### src/hdl/ner_pkg.sv
// constants, register codes and helper functions for the noise excited resonator
`default_nettype none

package ner_pkg;

  // field and datapath widths
  localparam int COEF_W   = 16;
  localparam int SEED_W   = 32;
  localparam int NOISE_W  = 12;
  localparam int HIST_W   = 18;
  localparam int ACC_W    = 32;
  localparam int SAMPLE_W = 16;
  localparam int IDX_W    = 8;

  // xorshift32 shift amounts
  localparam int XS_SHL_A = 13;
  localparam int XS_SHR_B = 17;
  localparam int XS_SHL_C = 5;

  // rounding and Q14 scaling
  localparam int Q_SHIFT = 14;
  localparam logic [ACC_W-1:0] ROUND = ACC_W'(8192);

  // saturation limits
  localparam logic signed [HIST_W-1:0] SAT_MAX = HIST_W'(32767);
  localparam logic signed [HIST_W-1:0] SAT_MIN = -HIST_W'(32768);
  localparam logic [SAMPLE_W-1:0] SAMPLE_MAX = 16'h7fff;
  localparam logic [SAMPLE_W-1:0] SAMPLE_MIN = 16'h8000;

  // configuration register indexes
  localparam logic [IDX_W-1:0] REG_COEF_A = 8'd0;
  localparam logic [IDX_W-1:0] REG_COEF_B = 8'd1;
  localparam logic [IDX_W-1:0] REG_COEF_C = 8'd2;
  localparam logic [IDX_W-1:0] REG_SEED   = 8'd3;

  // generator value after reset
  localparam logic [SEED_W-1:0] SEED_RESET = 32'd1;

  // one step of the xorshift32 generator
  function automatic logic [SEED_W-1:0] xorshift_next(input logic [SEED_W-1:0] s);
    logic [SEED_W-1:0] r;
    r = s;
    r = r ^ (r << XS_SHL_A);
    r = r ^ (r >> XS_SHR_B);
    r = r ^ (r << XS_SHL_C);
    return r;
  endfunction

  // top bits of the state minus 2048: flipping the msb gives the offset value
  function automatic logic signed [NOISE_W-1:0] noise_value(input logic [SEED_W-1:0] s);
    logic [NOISE_W-1:0] t;
    t = s[SEED_W-1 -: NOISE_W];
    return {~t[NOISE_W-1], t[NOISE_W-2:0]};
  endfunction

endpackage

`default_nettype wire

### src/hdl/noise_excited_resonator.sv
// noise excited two-pole resonator with xorshift32 noise source and skid output
`default_nettype none

// One sample is produced for every accepted request, one request per clock
// while request_stall is low. The whole step (generator advance, three
// multiplies, sum, shift and saturation) is done in the accepting cycle from
// the state registers, because each sample feeds the history used by the next
// one; the result lands in a two-entry output buffer, so one more request is
// accepted after the sample side starts stalling. Writing the seed register
// reloads the generator only; history and coefficients are kept. Configuration
// is always ready and should be written while no request is in flight.
module noise_excited_resonator (
  input  wire logic                                clk,
  input  wire logic                                rst,
  // request channel
  input  wire logic                                request_valid,
  output logic                                     request_stall,
  input  wire logic                                last_request,
  // sample channel
  output logic                                     sample_valid,
  input  wire logic                                sample_stall,
  output logic signed [ner_pkg::SAMPLE_W-1:0]      sample,
  output logic                                     last_sample,
  // configuration write channel
  input  wire logic                                cfg_valid,
  output logic                                     cfg_ready,
  input  wire logic [ner_pkg::IDX_W-1:0]           cfg_index,
  input  wire logic [ner_pkg::SEED_W-1:0]          cfg_data
);

  localparam int PA_W = ner_pkg::COEF_W + ner_pkg::NOISE_W;
  localparam int PB_W = ner_pkg::COEF_W + ner_pkg::HIST_W;

  logic signed [ner_pkg::COEF_W-1:0] coef_a;
  logic signed [ner_pkg::COEF_W-1:0] coef_b;
  logic signed [ner_pkg::COEF_W-1:0] coef_c;
  logic [ner_pkg::SEED_W-1:0]        noise_state;
  logic signed [ner_pkg::HIST_W-1:0] hist_one;
  logic signed [ner_pkg::HIST_W-1:0] hist_two;

  logic [ner_pkg::SEED_W-1:0]          noise_state_next;
  logic signed [ner_pkg::NOISE_W-1:0]  noise_x;
  logic signed [PA_W-1:0]              prod_a;
  logic signed [PB_W-1:0]              prod_b;
  logic signed [PB_W-1:0]              prod_c;
  logic [ner_pkg::ACC_W-1:0]           acc;
  logic signed [ner_pkg::HIST_W-1:0]   hist_one_next;
  logic [ner_pkg::SAMPLE_W-1:0]        sat_sample;

  logic                                main_valid;
  logic [ner_pkg::SAMPLE_W-1:0]        main_sample;
  logic                                main_last;
  logic                                skid_valid;
  logic [ner_pkg::SAMPLE_W-1:0]        skid_sample;
  logic                                skid_last;

  logic req_acc;
  logic cfg_acc;
  logic taken;

  // handshakes
  assign cfg_ready     = 1'b1;
  assign cfg_acc       = cfg_valid & cfg_ready;
  assign request_stall = skid_valid;
  assign req_acc       = request_valid & ~request_stall;
  assign taken         = main_valid & ~sample_stall;

  // generator advance and noise value
  assign noise_state_next = ner_pkg::xorshift_next(noise_state);
  assign noise_x          = ner_pkg::noise_value(noise_state_next);

  // resonator products and wrapped sum
  assign prod_a = coef_a * noise_x;
  assign prod_b = coef_b * hist_one;
  assign prod_c = coef_c * hist_two;
  assign acc = {{(ner_pkg::ACC_W-PA_W){prod_a[PA_W-1]}}, prod_a}
             + prod_b[ner_pkg::ACC_W-1:0]
             + prod_c[ner_pkg::ACC_W-1:0]
             + ner_pkg::ROUND;
  assign hist_one_next = acc[ner_pkg::ACC_W-1 -: ner_pkg::HIST_W];

  // saturation to the sample range
  always_comb begin
    if (hist_one_next > ner_pkg::SAT_MAX) begin
      sat_sample = ner_pkg::SAMPLE_MAX;
    end else if (hist_one_next < ner_pkg::SAT_MIN) begin
      sat_sample = ner_pkg::SAMPLE_MIN;
    end else begin
      sat_sample = hist_one_next[ner_pkg::SAMPLE_W-1:0];
    end
  end

  // configuration registers and generator state
  always_ff @(posedge clk) begin
    if (rst) begin
      coef_a      <= '0;
      coef_b      <= '0;
      coef_c      <= '0;
      noise_state <= ner_pkg::SEED_RESET;
    end else if (cfg_acc) begin
      case (cfg_index)
        ner_pkg::REG_COEF_A: coef_a <= cfg_data[ner_pkg::COEF_W-1:0];
        ner_pkg::REG_COEF_B: coef_b <= cfg_data[ner_pkg::COEF_W-1:0];
        ner_pkg::REG_COEF_C: coef_c <= cfg_data[ner_pkg::COEF_W-1:0];
        ner_pkg::REG_SEED:   noise_state <= cfg_data;
        default: begin
        end
      endcase
    end else if (req_acc) begin
      noise_state <= noise_state_next;
    end
  end

  // history registers
  always_ff @(posedge clk) begin
    if (rst) begin
      hist_one <= '0;
      hist_two <= '0;
    end else if (req_acc) begin
      hist_one <= hist_one_next;
      hist_two <= hist_one;
    end
  end

  // output register with skid stage
  always_ff @(posedge clk) begin
    if (rst) begin
      main_valid <= 1'b0;
      skid_valid <= 1'b0;
    end else if (taken) begin
      if (skid_valid) begin
        main_sample <= skid_sample;
        main_last   <= skid_last;
        skid_valid  <= 1'b0;
      end else if (req_acc) begin
        main_sample <= sat_sample;
        main_last   <= last_request;
      end else begin
        main_valid <= 1'b0;
      end
    end else if (req_acc) begin
      if (main_valid) begin
        skid_sample <= sat_sample;
        skid_last   <= last_request;
        skid_valid  <= 1'b1;
      end else begin
        main_sample <= sat_sample;
        main_last   <= last_request;
        main_valid  <= 1'b1;
      end
    end
  end

  assign sample_valid = main_valid;
  assign sample       = main_sample;
  assign last_sample  = main_last;

  // checks
  a_skid_needs_main: assert property (@(posedge clk) disable iff (rst)
    skid_valid |-> main_valid)
    else $error("skid entry held without a main entry");

  a_empty_fill: assert property (@(posedge clk) disable iff (rst)
    req_acc && !main_valid |=> sample_valid && !skid_valid)
    else $error("request into empty buffer did not show a sample");

  a_stall_to_skid: assert property (@(posedge clk) disable iff (rst)
    req_acc && main_valid && sample_stall |=> skid_valid)
    else $error("request during stall was not caught by the skid stage");

  a_hist_shift: assert property (@(posedge clk) disable iff (rst)
    req_acc |=> hist_two == $past(hist_one))
    else $error("history did not shift on a request");

endmodule

`default_nettype wire
### config.mk
export PLATFORM = sky130hd
export DESIGN_NAME = noise_excited_resonator
export DESIGN_NICKNAME = d
export VERILOG_FILES = /design/src/hdl/ner_pkg.sv /design/src/hdl/noise_excited_resonator.sv
export SDC_FILE = /design/constraint.sdc
export NUM_CORES = 2
export LEC_CHECK = 0
export ABC_CLOCK_PERIOD_IN_PS = 15800
export BUFFER_PORTS_ARGS = -buffer_cell sky130_fd_sc_hd__buf_2
export CORE_MARGIN = 3
export CORE_UTILIZATION = 51
export DETAILED_ROUTE_END_ITERATION = 12
export MAX_ROUTING_LAYER = met4
export PLACE_DENSITY = 0.77
export SETUP_SLACK_MARGIN = 0.1
export SLEW_MARGIN = 10
export SYNTH_ARGS = -nofsm -noshare
export SYNTH_HDL_FRONTEND = slang
export SYNTH_SLANG_ARGS = --single-unit
### constraint.sdc
create_clock -name clk -period 15.8 [get_ports clk]
set_input_delay 0 -clock clk [delete_from_list [all_inputs] [get_ports clk]]
set_output_delay 0 -clock clk [all_outputs]
set_load 0.1 [all_outputs]
==> results by group <==
Logic synthesis
  • Warnings, synthesis: 0
  • Seq/Total Area, Yosys: 9.82%
  • EDFF count, synth: 34
  • Post-synth top area share: 47.5%
  • Total nets after synthesis: 4900
  • Synth top cells by count: inv_1 (914), fa_1 (817), nand2_1 (718)
  • Mapped Cells: 3850
  • Most used DFF post-synth: dfxtp_1
  • Yosys top cell by area: fa_1
  • Avg Cell Area, Syn: 8.95 um^2
  • Count leader, synth: inv_1
  • #FFs+latches synth: approximately 150
  • Most area-consuming cells after synthesis: fa_1 (47%), inv_1 (10%), nand2_1 (7.8%)
  • Post-synth cell types: 75
  • Post-synth ARST share: 0%
  • Cell Area, Synth: 34500 um^2

Clock tree
  • Clock slew at reported path FFs: 0.07 ns
  • Clk buf depth: 2
  • Cts bufs inserted: 17
  • Hold_buf cts: 39
  • Setup Buffers After CTS: 0
  • Clk Tree Root Cell: clkbuf_16
  • Clk Latency, worst-skew pair: 0.48 ns
  • Post-CTS Resized: 0
  • CTS Sinks: 152
  • Max H-tree Level: 4
  • CTS tree: built

Setup path
  • Req. time, crit path: 15.99 ns
  • CP Max Fanout: 30
  • Critical Path End Type: flop
  • Slowest CP cell: a21oi_4
  • Arr. time, crit path: roughly 14 ns
  • CP peak stage delay: 0.63 ns
  • Most frequent CP cell: fa_1
  • CP Class: flop to flop
  • Startpoint Class: flop

Timing
  • Unrepaired setup endpoints after global routing: false
  • Fin Setup TNS: 0 ns
  • Max-slew headroom: between 15 and 20%
  • Tmin final: 13.67 ns
  • Max-slew violation count: 0
  • Slew @ Worst Pin: ~1.2 ns
  • Final setup violation count: 0
  • Fin. Hold Viols: 0
  • F_max: 73.2 MHz
  • Final Skew: 0.0104 ns
  • Tcrit/Tclk final: 86.5%

Cells and area
  • Fin cells: 4679
  • Layout cells sized above 1: roughly 4.4%
  • Fill cells: roughly 5700
  • Area delta synth->final: 5.42%
  • Layout Nets: 4849

Floorplan
  • Starting density of the core: 51.9%
  • Die W: approximately 270 um
  • Core Area: ~66000 um^2
  • Boundary pin count: 66
  • Die area: 70700 um^2
  • Row cnt: 94
  • Die Span Y: 266 um

Global route
  • All-Layer GR Usage: 26.1%
  • Initial antenna violation count: 2
  • First-pass GRT wire length: 142 mm
  • Gr ovfl total: 0
  • Vias in the first global route: about 27000
  • Largest net degree at the start of global routing: 56

Route
  • Routed vias: 25100
  • DRT antenna net count: 0
  • Detailed Routing Iterations Pass 1: 6
  • DRT iter0 DRCs: 2194
  • WL final: around 84 mm
  • Drt wl/cell: 17.9 um
  • Residual DRC: 0
  • Vias per cell: 5.36

Power and ir drop
  • Pwr Density: 54.5 nW/um^2
  • Leakage: roughly 17 nW
  • Max VDD drop: 0.0689 mV

Placed design
  • Placed insts: 4605
  • Hpwl dp: 67.8 mm
  • IO Port Bufs: 64
  • Routability Congestion: 1.00

Run status
  • Status: finished clean

Run
  • Max-cap violations: 0

Hold path
  • Hold Path Class: input port to flop
[cell families (layout without fill, tap and decap cells)]
| group | Yosys count | count (layout) | share of synthesized area [%] |
|---|---|---|---|
| and+or+nand+nor | 1132 | 1132 | 14.5 |
| buffers and inverters | 1124 | 1086 | 12.3 |
| adders and majority gates | 1004 | 1004 | 54.3 |
| AOI/OAI and AO/OA | 300 | 300 | 5.44 |
| DFF | 152 | 152 | 9.82 |
| xor gates and xnor gates | 133 | 133 | 3.44 |
| muxes | 4 | 4 | 0.123 |
| other | 1 | 4 | 0.0109 |
[area by class of cell]
cell class | instances | area, um^2 | share of cell area [%]
inverter | 915 | 3430 | 9.46
clock inverter | 13 | 125 | 0.345
tap | 864 | 1080 | 2.98
antenna | 3 | 7.51 | 0.0207
multi-input combinational | 2574 | 26800 | 73.9
sequential | 152 | 3380 | 9.32
timing repair buffer | 139 | 983 | 2.71
clock buffer | 19 | 453 | 1.25
[layer usage]
metal	GRT usage, %	vias up	part of all wire (%)
met4	7.41	0	3.0
met5	-	-	0
met2	40.6	1078	47
li1	-	11100	-
met1	34.9	12700	41
met3	5.42	190	9.2
[metrics by stage]
step	util (%)	instance area (um^2)	hold slack, ns	setup slack (ns)	power [mW]
2_1_floorplan	-	34500	0.0989	3.11	1.28
3_3_place_gp	53.3	35300	0.195	2.16	1.52
3_5_place_dp	53.3	35300	0.199	1.87	1.55
4_1_cts	54.7	36300	0.0506	1.83	1.98
5_1_grt	54.7	36300	0.109	1.39	2.11
6_report	54.7	36300	0.0944	2.13	1.98
[power by group]
part | switching [mW] | total, mW | internal, mW | leakage (nW)
sequential | 0.0991 | 0.553 | 0.454 | 1.27
clock | 0.199 | 0.415 | 0.216 | 0.283
combinational | 0.653 | 1.01 | 0.359 | 15.1
total | 0.950 | 1.98 | 1.03 | 16.7
[state kept, by name, indices dropped and copies added, names as in the netlist]
register       flops
skid_last          1
coef_b            16
request_stall      1
noise_state       32
sample_valid       1
coef_a            16
sample            16
hist_two          18
last_sample        1
hist_one          18
skid_sample       16
coef_c            16
[layout by cell type, fill, tap and decap left out, types with 9 or more instances in the layout]
cell type      Yosys  layout
inv_1            914     914
fa_1             817     817
nand2_1          718     718
and2_1           201     201
ha_1             187     187
a21oi_1          149     149
dfxtp_1          118     118
nor2_1           104     104
xnor2_1          103     103
buf_2              3      63
dlygate4sd3_1      0      39
buf_4              2      37
edfxtp_1          34      34
nand2b_1          34      33
o21ai_0           29      29
xor2_1            28      28
nor3_1            23      22
o21ai_1           20      20
clkbuf_16          0      17
o311ai_1          15      15
a21o_1            13      13
o21a_1            13      13
nor2b_1           13      12
nand3_1            9       9
[worst paths after layout]
| kind | from | to | slack, ns | cells past startpoint |
|---|---|---|---|---|
| worst max-delay path | noise_state[8] | sample[10] | 2.13 | 44 |
| worst min-delay path | cfg_index[0] | coef_a[10] | 0.09 | 5 |
| worst max register to register | noise_state[8] | sample[10] | 2.13 | 44 |
| worst min register to register | coef_b[10] | coef_b[10] | 0.47 | 2 |
[critical path: cells and delay by family (launching register included)]
kind | cells | cell delay, ns
and+or+nand+nor | 4 | 1.10
adders and majority gates | 15 | 7.11
xor gates and xnor gates | 4 | 0.95
buffers and inverters | 11 | 0.82
AOI/OAI and AO/OA | 10 | 3.00
DFF | 1 | 0.39
(Power assumes the default switching activity.)
